===== config.mk =====
export PLATFORM = sky130hd
export DESIGN_NAME = wtalu_cell
export DESIGN_NICKNAME = d
export VERILOG_FILES = /design/src/hdl/wtalu_pkg.sv /design/src/hdl/wtalu_cell.sv
export SDC_FILE = /design/constraint.sdc
export NUM_CORES = 1
export LEC_CHECK = 0
export BUFFER_PORTS_ARGS = -buffer_cell sky130_fd_sc_hd__buf_4
export CORE_AREA = 2 2 316 318
export CTS_BUF_LIST = sky130_fd_sc_hd__clkbuf_8
export CTS_CLUSTER_SIZE = 28
export DETAILED_ROUTE_END_ITERATION = 10
export DIE_AREA = 0 0 318 320
export PLACE_DENSITY = 0.37
export SLEW_MARGIN = 20
export SYNTH_ARGS = -nofsm -noshare
export SYNTH_HDL_FRONTEND = slang
export SYNTH_SLANG_ARGS = --single-unit

===== constraint.sdc =====
create_clock -name clk_i -period 1.75 [get_ports clk_i]
set_input_delay 0.2625 -clock clk_i [delete_from_list [all_inputs] [get_ports clk_i]]
set_output_delay 0.2625 -clock clk_i [all_outputs]
set_load 0.02 [all_outputs]

===== src/hdl/wtalu_pkg.sv =====
package wtalu_pkg;

  localparam int unsigned DataW = 64;
  localparam int unsigned ShW = 6;
  localparam int unsigned WidthW = 7;

  typedef enum logic [3:0] {
    ActAdd  = 4'd0,
    ActSub  = 4'd1,
    ActMul  = 4'd2,
    ActSdiv = 4'd3,
    ActSrem = 4'd4,
    ActAnd  = 4'd5,
    ActOr   = 4'd6,
    ActXor  = 4'd7,
    ActShl  = 4'd8,
    ActAshr = 4'd9,
    ActLshr = 4'd10
  } action_e;

  typedef enum logic [1:0] {
    KindInt   = 2'd0,
    KindBool  = 2'd1,
    KindOther = 2'd2
  } kind_e;

  // Data that travels from one cell to the next.
  typedef struct packed {
    logic              vld;
    logic [3:0]        act;
    logic [1:0]        kind;
    logic [WidthW-1:0] wid;
    logic              neg_q;     // quotient sign
    logic              neg_r;     // remainder sign
    logic              zero_div;
    logic [DataW-1:0]  lhs;
    logic [DataW-1:0]  rhs;
    logic [DataW-1:0]  quo;       // quotient bits / dividend shift
    logic [DataW:0]    rem;       // partial remainder
    logic [DataW-1:0]  dvs;       // divisor magnitude
    logic [DataW-1:0]  raw;       // result of add, sub, logic and shift ops
  } cell_t;

endpackage


===== src/hdl/wtalu_cell.sv =====
// One restoring-division step per cell; everything else rides along.
module wtalu_cell (
  input  logic               clk_i,
  input  logic               rst_ni,
  input  logic               en_i,
  input  wtalu_pkg::cell_t   cell_i,
  output wtalu_pkg::cell_t   cell_o
);

  wtalu_pkg::cell_t cell_d, cell_q;
  logic [wtalu_pkg::DataW:0] trial;
  logic [wtalu_pkg::DataW:0] diff;

  // Shift in the next dividend bit and try a subtract.
  always_comb begin
    cell_d = cell_i;
    trial = {cell_i.rem[wtalu_pkg::DataW-1:0], cell_i.quo[wtalu_pkg::DataW-1]};
    diff = trial - {1'b0, cell_i.dvs};
    if (!diff[wtalu_pkg::DataW]) begin
      cell_d.rem = diff;
      cell_d.quo = {cell_i.quo[wtalu_pkg::DataW-2:0], 1'b1};
    end else begin
      cell_d.rem = trial;
      cell_d.quo = {cell_i.quo[wtalu_pkg::DataW-2:0], 1'b0};
    end
  end

  // The whole beat moves on when the chain is enabled.
  always_ff @(posedge clk_i or negedge rst_ni) begin
    if (!rst_ni) begin
      cell_q <= '0;
    end else if (en_i) begin
      cell_q <= cell_d;
    end
  end

  assign cell_o = cell_q;

endmodule


==> flow_summary.json, run 1 <==
{
  "path_cells": "buf_12, inv_12, ha_4, fa_2, nand2b_4, a21o_1, a21o_1, o41ai_4, buf_4, a31oi_4, o41ai_4, a21oi_2, nor2_2, nor3_2, o21ai_2, ha_4, buf_12, buf_16, nor2_4, a21oi_1, mux2_4",
  "violations": "negative setup slack",
  "path_depth": 21,
  "hpwlAfterDp_um": 76160,
  "synth_most_common_cell": "dfrtp_1",
  "clk-insertion-delay-late_ns": 0.69,
  "crit_slowest_cell": "fa_2",
  "cts_buffers": 80,
  "min_delay_path_depth": 2,
  "crit_type": "input pin to flop",
  "grt_first_pass_wirelength_um": 141100,
  "cts_tree": "built",
  "leakage_nw": 17.16,
  "finalSetupViolCount": 66,
  "antenna_left": 0,
  "grt_max_degree": 73,
  "cts_buffer_depth": 3,
  "clock-sinks": 402,
  "viasPerCell": 4.188,
  "hold_viol": 0,
  "critical_path.max_fanout": 6,
  "drc_errors": 0,
  "dieHeight_um": 320,
  "dieWidth_um": 318,
  "finalPower_w": 0.03151,
  "avgSynthCellArea_um2": 11.91,
  "h-tree-depth": 3,
  "wirelength_um": 96240,
  "final_max_slew_viol_count": 0,
  "min_path_type": "input pin to flop",
  "crit_required_ns": 2.34,
  "synthTopCellsByCount": "dfrtp_1 (402), mux2_2 (340), a21oi_1 (126)",
  "areaGrowthSynthToFinish_pct": 86.17,
  "powerDensity_mw_per_mm2": 871.4,
  "reg2reg_depth": 2,
  "gp_congestion": 0.8252,
  "startpoint_type": "input pin",
  "cts.root.buffer_cell": "clkbuf_8",
  "pin_count": 807,
  "antenna_found_initial": 28,
  "ir_drop_mv": 0.6006,
  "relSlewSlack": 0.4929,
  "post-place-ws_ns": -2.358,
  "syn-cell-area_mm2": 0.01943,
  "final_cell_area_mm2": 0.03616,
  "nNetsFinal": 3690,
  "arrival_ns": 3.59,
  "period_needed_ns": 2.997,
  "grt_pass1_vias": 21680,
  "core_area_mm2": 0.09799,
  "initial_core_util": 0.1983,
  "slowest_delay_ns": 0.35,
  "worstMarginPinSlew_ns": 0.7581,
  "drv_cap": 0,
  "detail_route.iter0.violations": 656,
  "synth_top_area_share": 0.5178,
  "grt_usage": 0.1858,
  "clkTransAtPathRegs_ns": 0.06,
  "first_pass_iters": 5,
  "async_flop_share": 1.000,
  "yosysWarnings": 0,
  "syn_nets": 2102,
  "via_count": 19180,
  "synth-edff-count": 0,
  "dpl_cell_area_mm2": 0.02988,
  "synthCells": 1631,
  "fin_skew_ns": 0,
  "synthFlopType": "dfrtp_1",
  "dieArea_mm2": 0.1018,
  "cp-end-kind": "flop",
  "yosys.area.top_type": "dfrtp_1",
  "largest_reg_flops": 402,
  "drive_above_1_share": 0.5177,
  "ys_types": 57,
  "fill_cells": 9862,
  "timing.final.crit_share": 1.713,
  "timing.final.ws_setup_ns": -1.247,
  "grt-ovfl-total": 0,
  "wl_per_cell_um": 21.01,
  "ys_top_cells_by_area": "dfrtp_1 (52%), mux2_2 (20%), ha_1 (4.2%)",
  "seq_area_frac_synth": 0.5178,
  "rsz0062_at_grt": "true",
  "fmax_mhz": 333.6,
  "cpLargestDelayFamily": "compound AO/OA/AOI/OAI gates",
  "status": "finished with violations",
  "num_rows": 115,
  "path_buf_inv": 5,
  "port_buffers": 805,
  "ys_seq_elements": 402
}
## area by class of cell
cell class                      instances  area (µm²)  area share
Antenna cell                           11       27.53   0.0007611
Clock buffer                          104        1431     0.03958
Clock inverter                         41       211.5    0.005847
Inverter                               88       346.6    0.009583
Multi-Input combinational cell       1053        9012      0.2492
Sequential cell                       402       10060      0.2782
Tap cell                             1287        1610     0.04453
Timing Repair Buffer                 1594       13470      0.3723
## final timing paths
path,startpoint,slack (ns),end
setup / recovery,cell_i[256],-1.25,cell_o[174]
hold / removal,en_i,0.08,cell_o[291]
setup reg to reg,cell_o[64],0.44,cell_o[64]
hold reg to reg,cell_o[41],0.50,cell_o[41]
max in group asynchronous,rst_ni,0.25,cell_o[119]
min in group asynchronous,rst_ni,0.34,cell_o[217]
## routing by layer
metal,track usage,vias to the layer above,routed length [µm]
met4,0.07026,34,3365
met5,0,-,206
met2,0.3385,599,49780
met3,0.05971,167,6880
met1,0.1991,9367,36010
li1,-,9015,-
## what timing repair did
action | in CTS | in global routing
gates cloned | 4 | 1
hold endpoints to repair | 802 | 0
setup endpoints to repair | 66 | 66
gates resized for setup | 50 | 21
hold buffers | 408 | 0
pin swaps | 44 | 26
setup buffers | 11 | 1
## cells by family after synthesis
| kind of cell | after synthesis | share of synthesized area |
|---|---|---|
| mux | 390 | 0.2229 |
| buf+inv | 176 | 0.03414 |
| xor+xnor | 56 | 0.02525 |
| compound gates | 293 | 0.09532 |
| simple gates | 248 | 0.06170 |
| flops | 402 | 0.5178 |
| fa+ha+maj | 66 | 0.04290 |
## report_power, final
part	switching, W	total [W]	leakage (nW)	internal (W)
Clock	0.00461	0.00996	0.956	0.00536
Combinational	0.00516	0.0105	11.5	0.00530
Sequential	0.000693	0.0111	4.68	0.0104
Total	0.0105	0.0315	17.2	0.0211
## cells in the final DEF (no fill, tap or decap), drive strengths merged, types with 4 or more instances in the layout
cell / instances
nor3: 9
a21oi: 128
dfrtp: 402
xnor2: 39
nand3b: 13
nand4: 25
o21a: 4
nor2: 90
nand3: 15
diode: 11
clkinv: 6
o21ai: 46
nor2b: 10
a21boi: 4
a21o: 30
a31oi: 9
ha: 65
o211ai: 7
nand2b: 13
a211oi: 6
mux2: 340
nand2: 55
o21bai: 23
xor2: 17
nor4: 5
buf: 1185
o221ai: 10
mux2i: 50
or3: 5
dlygate4sd3: 408
clkbuf: 105
inv: 121
## per-stage QoR
stage	std cells	utilization	hold WS [ns]	setup TNS [ns]
after floorplan	1631	-	-0.03309	-121.89
after global placement	4000	0.3049	0.1878	-144.64
after detailed placement	4000	0.3049	0.1894	-149.69
after CTS	4568	0.3677	0.002013	-78.85
after global routing	4577	0.3690	0.04375	-84.58
final	4580	0.3691	0.07767	-76.32
(Power assumes the default switching activity.)
==> run 2: changes to the inputs <==
--- a/config.mk
+++ b/config.mk
@@ -12,6 +12,7 @@
 export DETAILED_ROUTE_END_ITERATION = 10
 export DIE_AREA = 0 0 318 320
 export PLACE_DENSITY = 0.37
+export SKIP_CTS_REPAIR_TIMING = 1
 export SLEW_MARGIN = 20
 export SYNTH_ARGS = -nofsm -noshare
 export SYNTH_HDL_FRONTEND = slang
==> flow_summary.json, run 2 (same netlist as run 1, synthesis figures left out) <==
{
  "clk-insertion-delay-late_ns": 0.69,
  "crit_type": "input pin to flop",
  "timing.final.ws_setup_ns": -1.361,
  "path_depth": 21,
  "final_max_slew_viol_count": 0,
  "cpLargestDelayFamily": "compound AO/OA/AOI/OAI gates",
  "final_common_cell": "buf_4",
  "grt_first_pass_wirelength_um": 132200,
  "post-place-ws_ns": -2.358,
  "fin_setup_tns_ns": -84.68,
  "path_buf_inv": 5,
  "dieHeight_um": 320,
  "grt_pass1_vias": 19520,
  "timing.final.crit_share": 1.778,
  "cp-end-kind": "flop",
  "hpwlAfterDp_um": 76160,
  "clock-sinks": 402,
  "viasPerCell": 4.182,
  "largest_reg_flops": 402,
  "hold_viol": 1,
  "fmax_mhz": 321.5,
  "powerDensity_mw_per_mm2": 872.8,
  "core_area_mm2": 0.09799,
  "pin_count": 807,
  "whs_ns": -0.002208,
  "cts_buffers": 80,
  "nNetsFinal": 3676,
  "wl_per_cell_um": 20.88,
  "reg2reg_depth": 2,
  "most-common-layout-cells": "buf_4 (1140), dfrtp_1 (402), dlygate4sd3_1 (398)",
  "post-route-util": 0.3676,
  "arrival_ns": 3.72,
  "period_needed_ns": 3.111,
  "slowest_delay_ns": 0.35,
  "drc_errors": 0,
  "antenna_found_initial": 26,
  "dpl.cell_count": 4000,
  "crit_required_ns": 2.36,
  "antenna_left": 0,
  "final_cells": 4565,
  "via_count": 19090,
  "violations": "negative hold slack, negative setup slack",
  "drv_cap": 0,
  "worstMarginPinSlew_ns": 0.6176,
  "num_rows": 115,
  "cts_buffer_depth": 3,
  "rsz0062_at_grt": "true",
  "initial_core_util": 0.1983,
  "status": "finished with violations",
  "port_buffers": 805,
  "grt_usage": 0.1767,
  "wirelength_um": 95300,
  "startpoint_type": "input pin",
  "drive_above_1_share": 0.5190,
  "finalSetupViolCount": 66,
  "fill_cells": 9885,
  "areaGrowthSynthToFinish_pct": 85.42,
  "crit_slowest_cell": "fa_2",
  "relSlewSlack": 0.5883,
  "clkTransAtPathRegs_ns": 0.06,
  "gp_congestion": 0.8252,
  "finalPower_w": 0.03144,
  "cts_tree": "built",
  "detail_route.iter0.violations": 592,
  "first_pass_iters": 4,
  "grt-ovfl-total": 0,
  "fin_skew_ns": 0,
  "leakage_nw": 17.10,
  "path_cells": "buf_12, inv_12, ha_4, fa_2, nand2b_4, a21o_1, a21o_1, o41ai_4, buf_4, a31oi_4, o41ai_4, a21oi_2, nor2_2, nor3_2, o21ai_2, ha_4, buf_12, clkbuf_16, nor2_4, a21oi_2, mux2_4",
  "grt_max_degree": 73,
  "min_delay_path_depth": 4,
  "critical_path.max_fanout": 6,
  "cts.root.buffer_cell": "clkbuf_8",
  "min_path_type": "input pin to flop",
  "ir_drop_mv": 0.6022,
  "dieWidth_um": 318,
  "dieArea_mm2": 0.1018,
  "h-tree-depth": 3
}
## run 2: final timing paths
kind                       slack [ns]        start          end
setup / recovery                -1.36  cell_i[256]  cell_o[128]
setup reg to reg                 0.92  cell_o[190]  cell_o[190]
max in group asynchronous        0.93       rst_ni   cell_o[12]
hold reg to reg                  0.50  cell_o[357]  cell_o[357]
hold / removal                 -0.002  cell_i[187]  cell_o[188]
min in group asynchronous        0.07       rst_ni   cell_o[93]
## run 2: cell type report
| cell class | instances | area, µm² | share of cell area |
|---|---|---|---|
| well taps | 1287 | 1610 | 0.04470 |
| diodes | 10 | 25.02 | 0.0006947 |
| multi-input cells | 1053 | 9004 | 0.2500 |
| clock buffers | 104 | 1431 | 0.03974 |
| clock inverters | 41 | 211.5 | 0.005870 |
| flip-flops and latches | 402 | 10060 | 0.2793 |
| inverters | 88 | 346.6 | 0.009622 |
| repair buffers | 1580 | 13330 | 0.3701 |
## run 2: power breakdown
group | internal [W] | switching (W)
combinational | 0.00526 | 0.00514
clock | 0.00536 | 0.00459
sequential | 0.0104 | 0.000693
## run 2: worst register-to-register path, stage by stage (launching register included)
cell      delay [ns]
dfrtp_1         0.41
o21ai_1         0.17
o311ai_2        0.12
## run 2: through the flow
step | hold slack [ns] | instance area (µm²)
floorplan | -0.03309 | 19590
detailed placement | 0.1894 | 29880
CTS | -0.6191 | 31520
global placement | 0.1878 | 29880
global route | 0.001721 | 36010
finish | -0.002208 | 36020
## run 2: layer usage
layer / GRT usage / vias to the layer above / part of all wire
met1: 0.1785 / 9349 / 0.37
met2: 0.3213 / 557 / 0.52
li1: - / 8982 / -
met3: 0.07789 / 169 / 0.074
met5: 0 / - / 0.0022
met4: 0.06201 / 34 / 0.034
==> run 3: changes to the inputs <==
==> constraint.sdc (replaced) <==
create_clock -name clk_i -period 1.75 [get_ports clk_i]
set_input_delay 0.2625 -clock clk_i [delete_from_list [all_inputs] [get_ports clk_i]]
set_output_delay 0.2625 -clock clk_i [all_outputs]
set_load 0.05 [all_outputs]
==> flow_summary.json, run 3 (same netlist as run 1, synthesis figures left out) <==
{
  "arrival_ns": 3.70,
  "startpoint_type": "input pin",
  "final_common_cell": "buf_4",
  "num_rows": 115,
  "grt_usage": 0.1749,
  "areaGrowthSynthToFinish_pct": 83.56,
  "first_pass_iters": 5,
  "antenna_left": 0,
  "final_cell_area_mm2": 0.03566,
  "min_path_type": "input pin to flop",
  "final_max_slew_viol_count": 0,
  "gp_congestion": 0.8592,
  "drv_cap": 0,
  "wirelength_um": 94100,
  "worst_r2r_endpoint": "cell_o[33]",
  "leakage_nw": 16.94,
  "clock-sinks": 402,
  "antenna_found_initial": 31,
  "viasPerCell": 4.132,
  "cts.root.buffer_cell": "clkbuf_8",
  "crit_path_end": "cell_o[137]",
  "wl_per_cell_um": 20.67,
  "dieHeight_um": 320,
  "fill_cells": 9970,
  "dieArea_mm2": 0.1018,
  "reg2reg_slack_ns": 0.44,
  "core_area_mm2": 0.09799,
  "nNetsFinal": 3662,
  "worstMarginPinSlew_ns": 0.5593,
  "period_needed_ns": 3.141,
  "crit_type": "input pin to flop",
  "timing.final.ws_setup_ns": -1.391,
  "finalSetupViolCount": 66,
  "powerDensity_mw_per_mm2": 957.1,
  "grt_pass1_vias": 18980,
  "largest_reg_flops": 402,
  "whs_ns": -0.005519,
  "fin_skew_ns": 0,
  "dpl_cell_area_mm2": 0.02981,
  "dieWidth_um": 318,
  "ir_drop_mv": 0.6330,
  "status": "finished with violations",
  "pin_count": 807,
  "timing.final.crit_share": 1.795,
  "fmax_mhz": 318.3,
  "port_buffers": 805,
  "drive_above_1_share": 0.5114,
  "h-tree-depth": 3,
  "timing.critical_path.from": "cell_i[256]",
  "detail_route.iter0.violations": 619,
  "via_count": 18810,
  "fin_setup_tns_ns": -85.60,
  "cts_buffer_depth": 3,
  "reg2reg_depth": 2,
  "cts_tree": "built",
  "grt-ovfl-total": 0,
  "cts_buffers": 81,
  "relSlewSlack": 0.6175,
  "most-common-layout-cells": "buf_4 (1141), dfrtp_1 (402), dlygate4sd3_1 (396)",
  "initial_core_util": 0.1983,
  "violations": "negative hold slack, negative setup slack",
  "worstReg2RegStart": "cell_o[33]",
  "clk-insertion-delay-late_ns": 0.70,
  "critical_path.max_fanout": 14,
  "dpl.cell_count": 3994,
  "clkTransAtPathRegs_ns": 0.05,
  "hold_viol": 1,
  "grt_first_pass_wirelength_um": 130500,
  "crit_required_ns": 2.31,
  "hpwlAfterDp_um": 75680,
  "final_cells": 4552,
  "drc_errors": 0,
  "rsz0062_at_grt": "true",
  "grt_max_degree": 88,
  "cp-end-kind": "flop"
}
## run 3: changes by cell type in the layout (fill, tap and decap cells not counted), sizes merged
| cell | delta |
|---|---|
| inv | -8 |
| clkinv | +1 |
| buf | -8 |
| diode | +7 |
| bufinv | +2 |
| dlygate4sd3 | -2 |
| clkbuf | -5 |
## run 3: cell type report
class | instances | area, µm² | share of cell area
multi-input combinational | 1053 | 8848 | 0.2481
sequential | 402 | 10060 | 0.2821
clock buffer | 104 | 1431 | 0.04014
antenna | 17 | 42.54 | 0.001193
clock inverter | 36 | 269.0 | 0.007544
timing repair buffer | 1565 | 13050 | 0.3661
inverter | 88 | 342.8 | 0.009614
tap | 1287 | 1610 | 0.04516
## run 3: how the worst min path moves through the flow
| stage | startpoint | to | slack [ns] | cells past startpoint |
|---|---|---|---|---|
| after floorplan | rst_ni | cell_o[0] | -0.03 | 0 |
| after global placement | rst_ni | cell_o[164] | 0.14 | 1 |
| after detailed placement | rst_ni | cell_o[164] | 0.14 | 1 |
| after CTS | rst_ni | cell_o[182] | -0.69 | 1 |
| after global routing | cell_i[146] | cell_o[147] | 0.01 | 4 |
| final | cell_i[146] | cell_o[147] | -0.006 | 4 |
## run 3: routing by layer
| metal | part of all wire | up-vias | global-route usage |
|---|---|---|---|
| met5 | 0.0022 | - | 0 |
| met4 | 0.036 | 32 | 0.06646 |
| met3 | 0.082 | 160 | 0.08555 |
| met2 | 0.52 | 591 | 0.3166 |
| met1 | 0.36 | 9085 | 0.1706 |
| li1 | - | 8943 | - |
## run 3: report_power, final
part / internal [W] / switching [W]
clock network: 0.00568 / 0.00467
logic: 0.00510 / 0.00757
registers: 0.0104 / 0.000701
## run 3: stage by stage
step / utilization / setup slack (ns) / power (W)
after floorplan: - / -1.909 / 0.01788
after global placement: 0.3042 / -2.333 / 0.02318
final: 0.3639 / -1.391 / 0.03413
after CTS: 0.3215 / -1.630 / 0.03394
after global routing: 0.3637 / -1.525 / 0.03584
after detailed placement: 0.3042 / -2.402 / 0.02324
## run 3: critical path, cell delays in order
cell and delay (ns):
buf_12 0.09, inv_12 0.03, ha_4 0.15, fa_2 0.35, nand2b_4 0.15, a21o_1 0.18, a21o_1 0.20, o41ai_4 0.22
buf_4 0.19, a31oi_4 0.12, o41ai_4 0.37, a21oi_2 0.11, nor2_2 0.14, nor3_2 0.07, o21ai_2 0.19, ha_4 0.20
buf_12 0.17, buf_12 0.18, mux2i_1 0.23, a21oi_1 0.08
